**src/rtl/core/lcc_pkg.sv**
```systemverilog
// ----------------------------------------------------------------------------
// lcc_pkg: shared types and constants for the card number classifier
// Field widths, decimal digit layout, verdict codes, FSM states and the
// small digit-level helper functions used by the converter and the scanner.
// ----------------------------------------------------------------------------
package lcc_pkg;

  // Field widths
  localparam int CARD_W    = 63;
  localparam int VERDICT_W = 2;

  // Longest accepted number, in decimal digits
  localparam int MAX_DIGITS = 16;

  // Decimal layout: 19 digits cover 2^63-1, padded to an even count so
  // digits can be scanned in (even, odd) pairs
  localparam int DIGIT_W    = 4;
  localparam int NUM_DIGITS = 20;
  localparam int BCD_W      = NUM_DIGITS * DIGIT_W;
  localparam int NUM_PAIRS  = NUM_DIGITS / 2;
  localparam int PAIR_W     = $clog2(NUM_PAIRS);
  localparam int LEN_W      = $clog2(NUM_DIGITS + 1);

  // Binary to BCD conversion: shift-add-3, a few bits per cycle
  localparam int BITS_PER_STEP = 3;
  localparam int CONV_STEPS    = CARD_W / BITS_PER_STEP;
  localparam int STEP_CNT_W    = $clog2(CONV_STEPS);

  // Accepted lengths
  localparam logic [LEN_W-1:0] LEN_A = LEN_W'(13);
  localparam logic [LEN_W-1:0] LEN_B = LEN_W'(15);
  localparam logic [LEN_W-1:0] LEN_C = LEN_W'(16);

  // Prefix digits
  localparam logic [DIGIT_W-1:0] AMEX_HI   = 4'd3;
  localparam logic [DIGIT_W-1:0] AMEX_LO_A = 4'd4;
  localparam logic [DIGIT_W-1:0] AMEX_LO_B = 4'd7;
  localparam logic [DIGIT_W-1:0] MC_HI     = 4'd5;
  localparam logic [DIGIT_W-1:0] MC_LO_MAX = 4'd5;
  localparam logic [DIGIT_W-1:0] VISA_HI   = 4'd4;

  typedef enum logic [VERDICT_W-1:0] {
    VERDICT_INVALID    = 2'd0,
    VERDICT_AMEX       = 2'd1,
    VERDICT_MASTERCARD = 2'd2,
    VERDICT_VISA       = 2'd3
  } verdict_t;

  typedef enum logic [1:0] {
    ST_IDLE,
    ST_CONV,
    ST_SCAN,
    ST_FINISH
  } lcc_state_t;

  // One shift-add-3 step: correct each digit, then shift one bit in
  function automatic logic [BCD_W-1:0] dabble_step(input logic [BCD_W-1:0] bcd,
                                                   input logic bit_in);
    logic [BCD_W-1:0]   adj;
    logic [DIGIT_W-1:0] d;
    for (int i = 0; i < NUM_DIGITS; i++) begin
      d = bcd[i*DIGIT_W +: DIGIT_W];
      if (d >= 4'd5) begin
        d = d + 4'd3;
      end
      adj[i*DIGIT_W +: DIGIT_W] = d;
    end
    return {adj[BCD_W-2:0], bit_in};
  endfunction

  // Doubled digit with its two decimal digits added
  function automatic logic [DIGIT_W-1:0] luhn_double(input logic [DIGIT_W-1:0] d);
    logic [DIGIT_W:0] t;
    t = {d, 1'b0};
    if (t >= 5'd10) begin
      t = t - 5'd9;
    end
    return t[DIGIT_W-1:0];
  endfunction

  // Running sum kept modulo 10; inputs are at most 9 each
  function automatic logic [DIGIT_W-1:0] mod10_add(input logic [DIGIT_W-1:0] acc,
                                                   input logic [DIGIT_W-1:0] a,
                                                   input logic [DIGIT_W-1:0] b);
    logic [DIGIT_W:0] s;
    s = {1'b0, acc} + {1'b0, a} + {1'b0, b};
    if (s >= 5'd20) begin
      s = s - 5'd20;
    end else if (s >= 5'd10) begin
      s = s - 5'd10;
    end
    return s[DIGIT_W-1:0];
  endfunction

endpackage

```
**src/rtl/core/lcc_bcd_conv.sv**
```systemverilog
// ----------------------------------------------------------------------------
// lcc_bcd_conv: serial binary to BCD converter
// Shift-add-3 conversion of the card number, a few bits per cycle, MSB
// first. Pulses done for one cycle once the decimal digits are final.
// ----------------------------------------------------------------------------
module lcc_bcd_conv
  import lcc_pkg::*;
(
  input  logic              clk,
  input  logic              rst,
  input  logic              start,
  input  logic [CARD_W-1:0] number,
  output logic              done,
  output logic [BCD_W-1:0]  bcd
);

  logic [CARD_W-1:0]     bin_sh;
  logic [BCD_W-1:0]      bcd_next;
  logic [STEP_CNT_W-1:0] step_cnt;
  logic                  busy;

  // Several dependent shift-add-3 steps per cycle
  always_comb begin
    bcd_next = bcd;
    for (int j = 0; j < BITS_PER_STEP; j++) begin
      bcd_next = dabble_step(bcd_next, bin_sh[CARD_W-1-j]);
    end
  end

  // Control: step counter and done pulse
  always_ff @(posedge clk) begin
    if (rst) begin
      busy     <= 1'b0;
      done     <= 1'b0;
      step_cnt <= '0;
    end else begin
      done <= 1'b0;
      if (start) begin
        busy     <= 1'b1;
        step_cnt <= '0;
      end else if (busy) begin
        step_cnt <= step_cnt + 1'b1;
        if (step_cnt == STEP_CNT_W'(CONV_STEPS - 1)) begin
          busy <= 1'b0;
          done <= 1'b1;
        end
      end
    end
  end

  // Datapath: binary shifter and digit register
  always_ff @(posedge clk) begin
    if (start) begin
      bin_sh <= number;
      bcd    <= '0;
    end else if (busy) begin
      bin_sh <= bin_sh << BITS_PER_STEP;
      bcd    <= bcd_next;
    end
  end

endmodule

```
**src/rtl/core/card_number_luhn_classifier.sv**
```systemverilog
// ----------------------------------------------------------------------------
// card_number_luhn_classifier: card brand and Luhn check
// Converts a binary card number to decimal, then scans the digits to find
// length, leading digits and the Luhn mod-10 sum, and gives one verdict.
// ----------------------------------------------------------------------------
// Usage:
//   Input channel: card_number with in_valid / in_stall. An item is taken
//   when in_valid is high and in_stall is low. Output channel: verdict with
//   out_valid / out_stall (0 invalid, 1 amex, 2 mastercard, 3 visa).
//   One item is in work at a time. After acceptance the number goes through
//   the binary to BCD converter, a handoff of its digits into the scan
//   register, then a digit scan (two digits per cycle), then the finish
//   state, which forms the verdict and loads it into the output register
//   once that register is free. Most of the time per item is spent in the
//   converter's shift-add-3 loop, which takes 3 bits per cycle.
//   The output register holds one verdict, so a new item is taken while a
//   verdict waits. If the receiver stalls, the finished verdict of the next
//   item waits inside until the output register frees, and in_stall stays
//   high meanwhile.
//   Reset (rst, synchronous) empties the output register and returns the
//   control to idle; any item in work is dropped.
// ----------------------------------------------------------------------------
module card_number_luhn_classifier
  import lcc_pkg::*;
(
  input  logic                 clk,
  input  logic                 rst,
  input  logic                 in_valid,
  output logic                 in_stall,
  input  logic [CARD_W-1:0]    card_number,
  output logic                 out_valid,
  input  logic                 out_stall,
  output logic [VERDICT_W-1:0] verdict
);

  lcc_state_t state, state_next;

  logic               conv_start;
  logic               conv_done;
  logic [BCD_W-1:0]   conv_bcd;
  logic               scan_load;
  logic               scan_en;
  logic               out_load;
  logic               out_free;

  logic [BCD_W-1:0]   digits;
  logic [PAIR_W-1:0]  pair_idx;
  logic [DIGIT_W-1:0] luhn_sum;
  logic [LEN_W-1:0]   len;
  logic [DIGIT_W-1:0] lead_hi;
  logic [DIGIT_W-1:0] lead_lo;
  logic [DIGIT_W-1:0] prev_odd;

  logic [DIGIT_W-1:0] d_even;
  logic [DIGIT_W-1:0] d_odd;
  logic               len_ok;
  verdict_t           brand;
  verdict_t           verdict_calc;

  lcc_bcd_conv u_conv (
    .clk    (clk),
    .rst    (rst),
    .start  (conv_start),
    .number (card_number),
    .done   (conv_done),
    .bcd    (conv_bcd)
  );

  assign out_free = !out_valid || !out_stall;

  // Next state
  always_comb begin
    state_next = state;
    unique case (state)
      ST_IDLE:   if (in_valid) state_next = ST_CONV;
      ST_CONV:   if (conv_done) state_next = ST_SCAN;
      ST_SCAN:   if (pair_idx == PAIR_W'(NUM_PAIRS - 1)) state_next = ST_FINISH;
      ST_FINISH: if (out_free) state_next = ST_IDLE;
      default:   state_next = ST_IDLE;
    endcase
  end

  // FSM outputs
  always_comb begin
    in_stall   = (state != ST_IDLE);
    conv_start = (state == ST_IDLE) && in_valid;
    scan_load  = (state == ST_CONV) && conv_done;
    scan_en    = (state == ST_SCAN);
    out_load   = (state == ST_FINISH) && out_free;
  end

  always_ff @(posedge clk) begin
    if (rst) begin
      state <= ST_IDLE;
    end else begin
      state <= state_next;
    end
  end

  // Digit pair at the low end of the scan register
  assign d_even = digits[DIGIT_W-1:0];
  assign d_odd  = digits[2*DIGIT_W-1:DIGIT_W];

  // Digit scan: Luhn sum, length and the two leading digits
  always_ff @(posedge clk) begin
    if (scan_load) begin
      digits   <= conv_bcd;
      pair_idx <= '0;
      luhn_sum <= '0;
      len      <= '0;
      lead_hi  <= '0;
      lead_lo  <= '0;
      prev_odd <= '0;
    end else if (scan_en) begin
      digits   <= digits >> (2 * DIGIT_W);
      pair_idx <= pair_idx + 1'b1;
      luhn_sum <= mod10_add(luhn_sum, d_even, luhn_double(d_odd));
      prev_odd <= d_odd;
      // Numbers below 100 count as two digits: pair zero always sets them
      if (d_odd != '0 || pair_idx == '0) begin
        len     <= LEN_W'({pair_idx, 1'b0}) + LEN_W'(2);
        lead_hi <= d_odd;
        lead_lo <= d_even;
      end else if (d_even != '0) begin
        len     <= LEN_W'({pair_idx, 1'b1});
        lead_hi <= d_even;
        lead_lo <= prev_odd;
      end
    end
  end

  // Verdict from length, prefix and checksum
  always_comb begin
    len_ok = (len <= LEN_W'(MAX_DIGITS)) && (len == LEN_A || len == LEN_B || len == LEN_C);
    unique if (lead_hi == AMEX_HI && (lead_lo == AMEX_LO_A || lead_lo == AMEX_LO_B)) begin
      brand = VERDICT_AMEX;
    end else if (lead_hi == MC_HI && lead_lo <= MC_LO_MAX) begin
      brand = VERDICT_MASTERCARD;
    end else if (lead_hi == VISA_HI) begin
      brand = VERDICT_VISA;
    end else begin
      brand = VERDICT_INVALID;
    end
    verdict_calc = (len_ok && luhn_sum == '0) ? brand : VERDICT_INVALID;
  end

  // Output register
  always_ff @(posedge clk) begin
    if (rst) begin
      out_valid <= 1'b0;
    end else if (out_load) begin
      out_valid <= 1'b1;
    end else if (!out_stall) begin
      out_valid <= 1'b0;
    end
  end

  always_ff @(posedge clk) begin
    if (out_load) begin
      verdict <= verdict_calc;
    end
  end

`ifndef SYNTHESIS
  // An accepted item blocks the input on the next cycle
  a_accept_blocks: assert property (@(posedge clk) disable iff (rst)
    (in_valid && !in_stall) |=> in_stall)
    else $error("input not blocked after accepting an item");

  // Converter finishes only while the control waits for it
  a_done_in_conv: assert property (@(posedge clk) disable iff (rst)
    conv_done |-> (state == ST_CONV))
    else $error("converter done outside conversion state");

  // A new verdict appears only from the finish state
  a_out_from_finish: assert property (@(posedge clk) disable iff (rst)
    $rose(out_valid) |-> ($past(state) == ST_FINISH))
    else $error("output loaded outside finish state");

  // A brand is only reported for an accepted length
  a_brand_len: assert property (@(posedge clk) disable iff (rst)
    (out_load && verdict_calc != VERDICT_INVALID) |-> len_ok)
    else $error("brand reported with a rejected length");
`endif

endmodule
```
**config.mk**
```make
export PLATFORM = sky130hd
export DESIGN_NAME = card_number_luhn_classifier
export DESIGN_NICKNAME = d
export VERILOG_FILES = /design/src/rtl/core/lcc_pkg.sv /design/src/rtl/core/lcc_bcd_conv.sv /design/src/rtl/core/card_number_luhn_classifier.sv
export SDC_FILE = /design/constraint.sdc
export NUM_CORES = 1
export LEC_CHECK = 0
export ABC_AREA = 1
export CAP_MARGIN = 20
export CORE_ASPECT_RATIO = 1.5
export CORE_MARGIN = 3
export CORE_UTILIZATION = 55
export DETAILED_ROUTE_END_ITERATION = 12
export DONT_BUFFER_PORTS = 1
export PLACE_DENSITY = 0.71
export SLEW_MARGIN = 5
export SYNTH_ARGS = -nofsm -noshare
export SYNTH_HDL_FRONTEND = slang
export SYNTH_HIERARCHICAL = 1
export SYNTH_SLANG_ARGS = --single-unit
```
**constraint.sdc**
```tcl
create_clock -name clk -period 5.7 [get_ports clk]
set_clock_uncertainty 0.15 [all_clocks]
set_input_delay 0.855 -clock clk [delete_from_list [all_inputs] [get_ports clk]]
set_output_delay 0.855 -clock clk [all_outputs]
set_load 0.02 [all_outputs]
```
; ---- Word level (Yosys, flattened, before mapping)
; Cells that the tools add are included.
[word_totals]
register_bits = 260
inputBits = 67
elab_cells = 286
[classes]
n_addsub = 68
magnitude_cmp = 65
n_eq_ne = 18
n_mux = 89
bitwise_logic = 2
n_reduce_logical = 28
[op_table]
columns = operator, n
row1 = 4-bit 2-to-1 mux, 66
row2 = "4-bit by 3-bit >= comparator with 1-bit output, second input constant", 60
row3 = "4-bit by 2-bit adder with 4-bit output, second input constant", 57
row4 = 80-bit 2-to-1 mux, 2
row5 = 63-bit 2-to-1 mux, 2
row6 = "4-bit by 3-bit equality test with 1-bit output, second input constant", 4
row7 = 2-bit 2-to-1 mux, 6
row8 = "5-bit by 4-bit equality test with 1-bit output, second input constant", 2
row9 = "5-bit equality test, second input constant", 2
row10 = "5-bit by 4-bit >= comparator with 1-bit output, second input constant", 2
row11 = 5-bit 2-to-1 mux, 2
row12 = "3-bit by 2-bit adder with 3-bit output, second input constant", 3
row13 = 3-bit 2-to-1 mux, 3
row14 = 4-bit zero test, 2
row15 = 2-bit case mux with 4 select lines, 1
row16 = 2-bit nonzero test, 4
row17 = 4-bit nonzero test, 2
row18 = "4-bit subtractor, second input constant", 2
row19 = 1-bit logical AND, 7
row20 = 1-bit 2-to-1 mux, 7
row21 = "2-bit by 1-bit != test with 1-bit output, second input constant", 3
row22 = 4-bit by 4-bit adder with 5-bit output, 1
row23 = "5-bit by 1-bit adder with 5-bit output, second input constant", 1
row24 = "5-bit by 2-bit adder with 5-bit output, second input constant", 1
row25 = other kinds (19), 28

; ---- Depth between registers and ports, before layout
[depth]
depth_word = 8
mapped_depth = 23

; ---- Hierarchy
; Netlist, hierarchy kept.
[by_module_without_submodules]
columns = mod, instances, cells_each, area_each_um2, seq_area_each_um2
row1 = lcc_bcd_conv, 1, 1753, 11368.4, 3633.5
row2 = card_number_luhn_classifier, 1, 598, 5362.6, 3022.9

; ---- Worst setup path after synthesis
; OpenSTA, ideal clock, no wires.
[synth_path]
path_kind = input-to-reg
from = in in_valid
to = reg u_conv.bin_sh[0], enable pin
arrival_time_ps = 3381
required_time_ps = 5098
setup_slack_ps = 1717
cell_stages = 6
cell_sequence = nand2_1 > inv_1 > clkbuf_1 > nor2_1 > inv_1 > clkbuf_1
[synth_between]
elab_chain_len = 2
[synth_lines]
columns = element, line_no
row1 = "start, declared", card_number_luhn_classifier.sv:28  ; input logic in_valid,
row2 = 1-bit logical AND, card_number_luhn_classifier.sv:86  ; conv_start = (state == ST_IDLE) && in_valid;
row3 = via conv_start, card_number_luhn_classifier.sv:38  ; logic conv_start;
row4 = 2-bit nonzero test (no line), --
row5 = "end signal, assigned", lcc_bcd_conv.sv:54  ; bin_sh <= number;
row6 = "end signal, assigned", lcc_bcd_conv.sv:57  ; bin_sh <= bin_sh << BITS_PER_STEP;
row7 = "end, declared", lcc_bcd_conv.sv:17  ; logic [CARD_W-1:0] bin_sh;
; The timed path passes the listed nets, and every way through them passes these cells.
; A chain may end at the register's enable or synchronous reset.

; ---- Worst setup path in the final report
[layout_path]
from = reg digits[4]
to = reg luhn_sum[2]
[layout_between]
elab_chain_len = 8
[layout_lines]
columns = element, line_no
row1 = "start, declared", card_number_luhn_classifier.sv:46  ; logic [BCD_W-1:0] digits;
row2 = "start signal, assigned", card_number_luhn_classifier.sv:107  ; digits <= conv_bcd;
row3 = "start signal, assigned", card_number_luhn_classifier.sv:115  ; digits <= digits >> (2 * DIGIT_W);
row4 = 4-bit subtractor / 5-bit by 4-bit >= comparator with 1-bit output (equally long branches), "lcc_pkg.sv:76, lcc_pkg.sv:75"
row5 = 4-bit 2-to-1 mux (*), lcc_pkg.sv:75  ; if (t >= 5'd10) begin
row6 = 4-bit 2-to-1 mux (*), card_number_luhn_classifier.sv:114  ; end else if (scan_en) begin
row7 = 4-bit 2-to-1 mux (*), card_number_luhn_classifier.sv:106  ; if (scan_load) begin
row8 = 5-bit by 4-bit adder with 5-bit output (*), lcc_pkg.sv:86  ; s = {1'b0, acc} + {1'b0, a} + {1'b0, b};
row9 = 4-bit subtractor / 5-bit by 4-bit >= comparator with 1-bit output (equally long branches), "lcc_pkg.sv:90, lcc_pkg.sv:89"
row10 = 4-bit 2-to-1 mux, lcc_pkg.sv:89  ; end else if (s >= 5'd10) begin
row11 = 4-bit 2-to-1 mux (*), lcc_pkg.sv:87  ; if (s >= 5'd20) begin
row12 = "end signal, assigned", card_number_luhn_classifier.sv:117  ; luhn_sum <= mod10_add(luhn_sum, d_even, luhn_double(d_odd));
row13 = "end, declared", card_number_luhn_classifier.sv:48  ; logic [DIGIT_W-1:0] luhn_sum;
; Mark *: on every way between the ends. The rest lies on a longest branch, timed or not. The select of a mux whose other input is x is not followed.

==> results.ini <==
[layout]
stdcell_area_um2=18000
final_common_cell=nand2_1
diodes=0
final_nets=2484
final_cell_mix=983 x nand2_1, 312 x inv_1, 189 x nand3_1
seqCellArea_um2=6660
multiInputGateArea_um2=8590
area_growth_pct=7.49
n_fill_cell=2667
layout-drive-gt1-share_pct=6.50

[setup_path]
cp_slowest_stage_delay_ns=0.56
timing.critical_path.buf_inv=4
crit_slowest_cell=fa_1
worstSetupEndpointType=flop
path_max_fanout=4
crit_chain=inv_1, ha_1, nand3_1, nand2_1, xor2_1, fa_1, inv_1, ha_1, fa_1, inv_1, ha_1, inv_1, nor2_1, nand3_1, nand3_2, nand2_1, nand3_1, nand2_1, nand2_1
crit_arrival_ns=3.94
worst-setup-path-type=flop to flop
crit_family=adder cells
worstPathRequired_ns=5.98
start_kind=flop

[placement]
portBuffers=0
place_area_um2=17000
routabilityCongestion=0.850
hpwl_mm=27.5

[synth]
synth_seq_cells=260
synth_xor_area_share_pct=1.25
synthAdderAreaFrac_pct=6.46
synth_cell_types=50
postSynthAreaPerCell_um2=7.12
async_flop_share_pct=0
synthesis.area_um2=16700
ys_warn_count=6
syn_nets=2502
yosys_most_used_dff=edfxtp_1
synth_top_cell_area_share_pct=26.0
synth_top_family_by_area=simple AND/OR/NAND/NOR gates
synth_area_leaders=edfxtp_1 26%, nand2_1 22%, dfxtp_1 14%, inv_1 7.1%, ha_1 6.0%
synth_edf_count=145
yosysSeqAreaShare_pct=39.8
yosysTopAreaCell=edfxtp_1
synth-simple-area-share_pct=37.1
muxShareOfSynthArea_pct=0
synth_compound_area_share_pct=6.42
synth_cells=2351

[routing]
ant_nets=0
drcViolationCount=0
drtIter0Drc=908
post_drt_wl_per_cell_um=14.0
dr.pass1.iters=5
via_per_inst=5.38
via_count=14800
routed_wirelength_mm=38.6

[floorplan]
start_util_pct=56.2
die_y_um=220
core_um2=29800
die_w_um=148
ioPinCount=71
die-area_um2=32600
std_cell_rows=77

[status]
status=complete, no violations

[global_route]
antenna_found_initial=0
gr-usage-met1_pct=27.0
grt_pass1_wl_mm=64.6
grt_pass1_vias=14200
global_route.peak_usage_layer=met2
grt_use_met2_pct=45.0
grt_usage_pct=23.5
grt_max_degree=76
grt_util_met3_pct=2.26
grt_remaining_overflow=0

[timing]
slew_viol_final=0
hold_ws_ns=0.225
slew_headroom_pct=35.1
setup_violations=0
rsz0062_at_grt=no
finalSetupTns_ns=0
fin_crit_ns=3.66
fmax_mhz=273
post-route-period-util_pct=64.2
hold_violations=0
worst_pin_slew_ns=0.972

[clocking]
clock-sinks=260
clkSlewWorstSetupHoldPaths_ns=0.07
root_buffer=clkbuf_16
clk-insertion-delay-late_ns=0.54
cts_buffers=27
cts-hold-fix-buffers=0
postCtsResizedCells=0
cts_setup_buffers=0
h-tree-depth=1
cts-root-to-sink-buffers=3
cts_tree=built

[job]
cap_violations=0

[min_path]
hp-class=primary input to flop

final cells by class:
| class | count | share of cell area [%] |
|---|---|---|
| clock inverter | 18 | 1.36 |
| sequential | 260 | 37.0 |
| tap | 395 | 2.75 |
| multi-input combinational | 1714 | 47.8 |
| clock buffer | 32 | 3.97 |
| timing repair buffer | 8 | 0.334 |
| inverter | 322 | 6.78 |
path summary, 6_finish.rpt:
check / startpoint / end / slack, ns / cells past startpoint
worst max-delay path: digits[4] / luhn_sum[2] / 2.04 / 19
worst min-delay path: rst / out_valid / 0.23 / 1
worst max register to register: digits[4] / luhn_sum[2] / 2.04 / 19
worst min register to register: u_conv/bin_sh[60] / u_conv/bcd[0] / 0.32 / 2
logic make-up (layout without fill, tap and decap cells):
family / after synthesis / in the layout
and+or+nand+nor: 1420 / 1420
buffers and inverters: 377 / 380
DFF: 260 / 260
AOI/OAI and AO/OA: 187 / 187
adders and majority gates: 84 / 84
xor gates and xnor gates: 23 / 23
layer usage:
layer  up-vias  part of all wire (%)
met4         0                   3.3
met3        80                   3.5
li1       7582                     -
met5         -                     0
met1      6849                    41
met2       292                    52
metrics by stage:
| stage | util, % | setup slack [ns] | instances |
|---|---|---|---|
| after floorplan | - | 1.72 | 2351 |
| after global placement | 57.2 | 2.17 | 2699 |
| final | 60.4 | 2.04 | 2749 |
| after CTS | 60.4 | 2.08 | 2749 |
| after detailed placement | 57.2 | 2.07 | 2699 |
| after global routing | 60.4 | 1.79 | 2749 |
synthesized netlist by cell type, types with 3 or more instances:
cell type    n
buf_6        3
fa_1         4
o21ai_1     11
buf_1        3
inv_2        4
a211oi_2     4
clkbuf_1    35
nand3_1    189
a21oi_1     63
o21ai_0     54
o211ai_1     5
nor2_1      49
dfxtp_1    115
buf_2        9
nand3b_1    14
xor2_1      20
nand2_2     46
inv_1      315
nand4_1     91
nor3_1       9
o22ai_1     33
edfxtp_1   145
o21bai_1     6
ha_1        80
nand2_1    984
nand2_4      5
a211oi_1     3
nand3_2     25
sequential cells by signal, indices dropped and copies added, names as in the netlist, 2 cells and up:
| signal | count |
|---|---|
| digits | 80 |
| u_conv/bcd | 80 |
| u_conv/bin_sh | 63 |
| len | 5 |
| u_conv/step_cnt | 5 |
| lead_hi | 4 |
| lead_lo | 4 |
| luhn_sum | 4 |
| pair_idx | 4 |
| prev_odd | 4 |
| state | 2 |
| verdict | 2 |
Power is left out: the tool's default activity adds up to more than one toggle a clock period on the data nets, which glitch-free logic cannot reach.
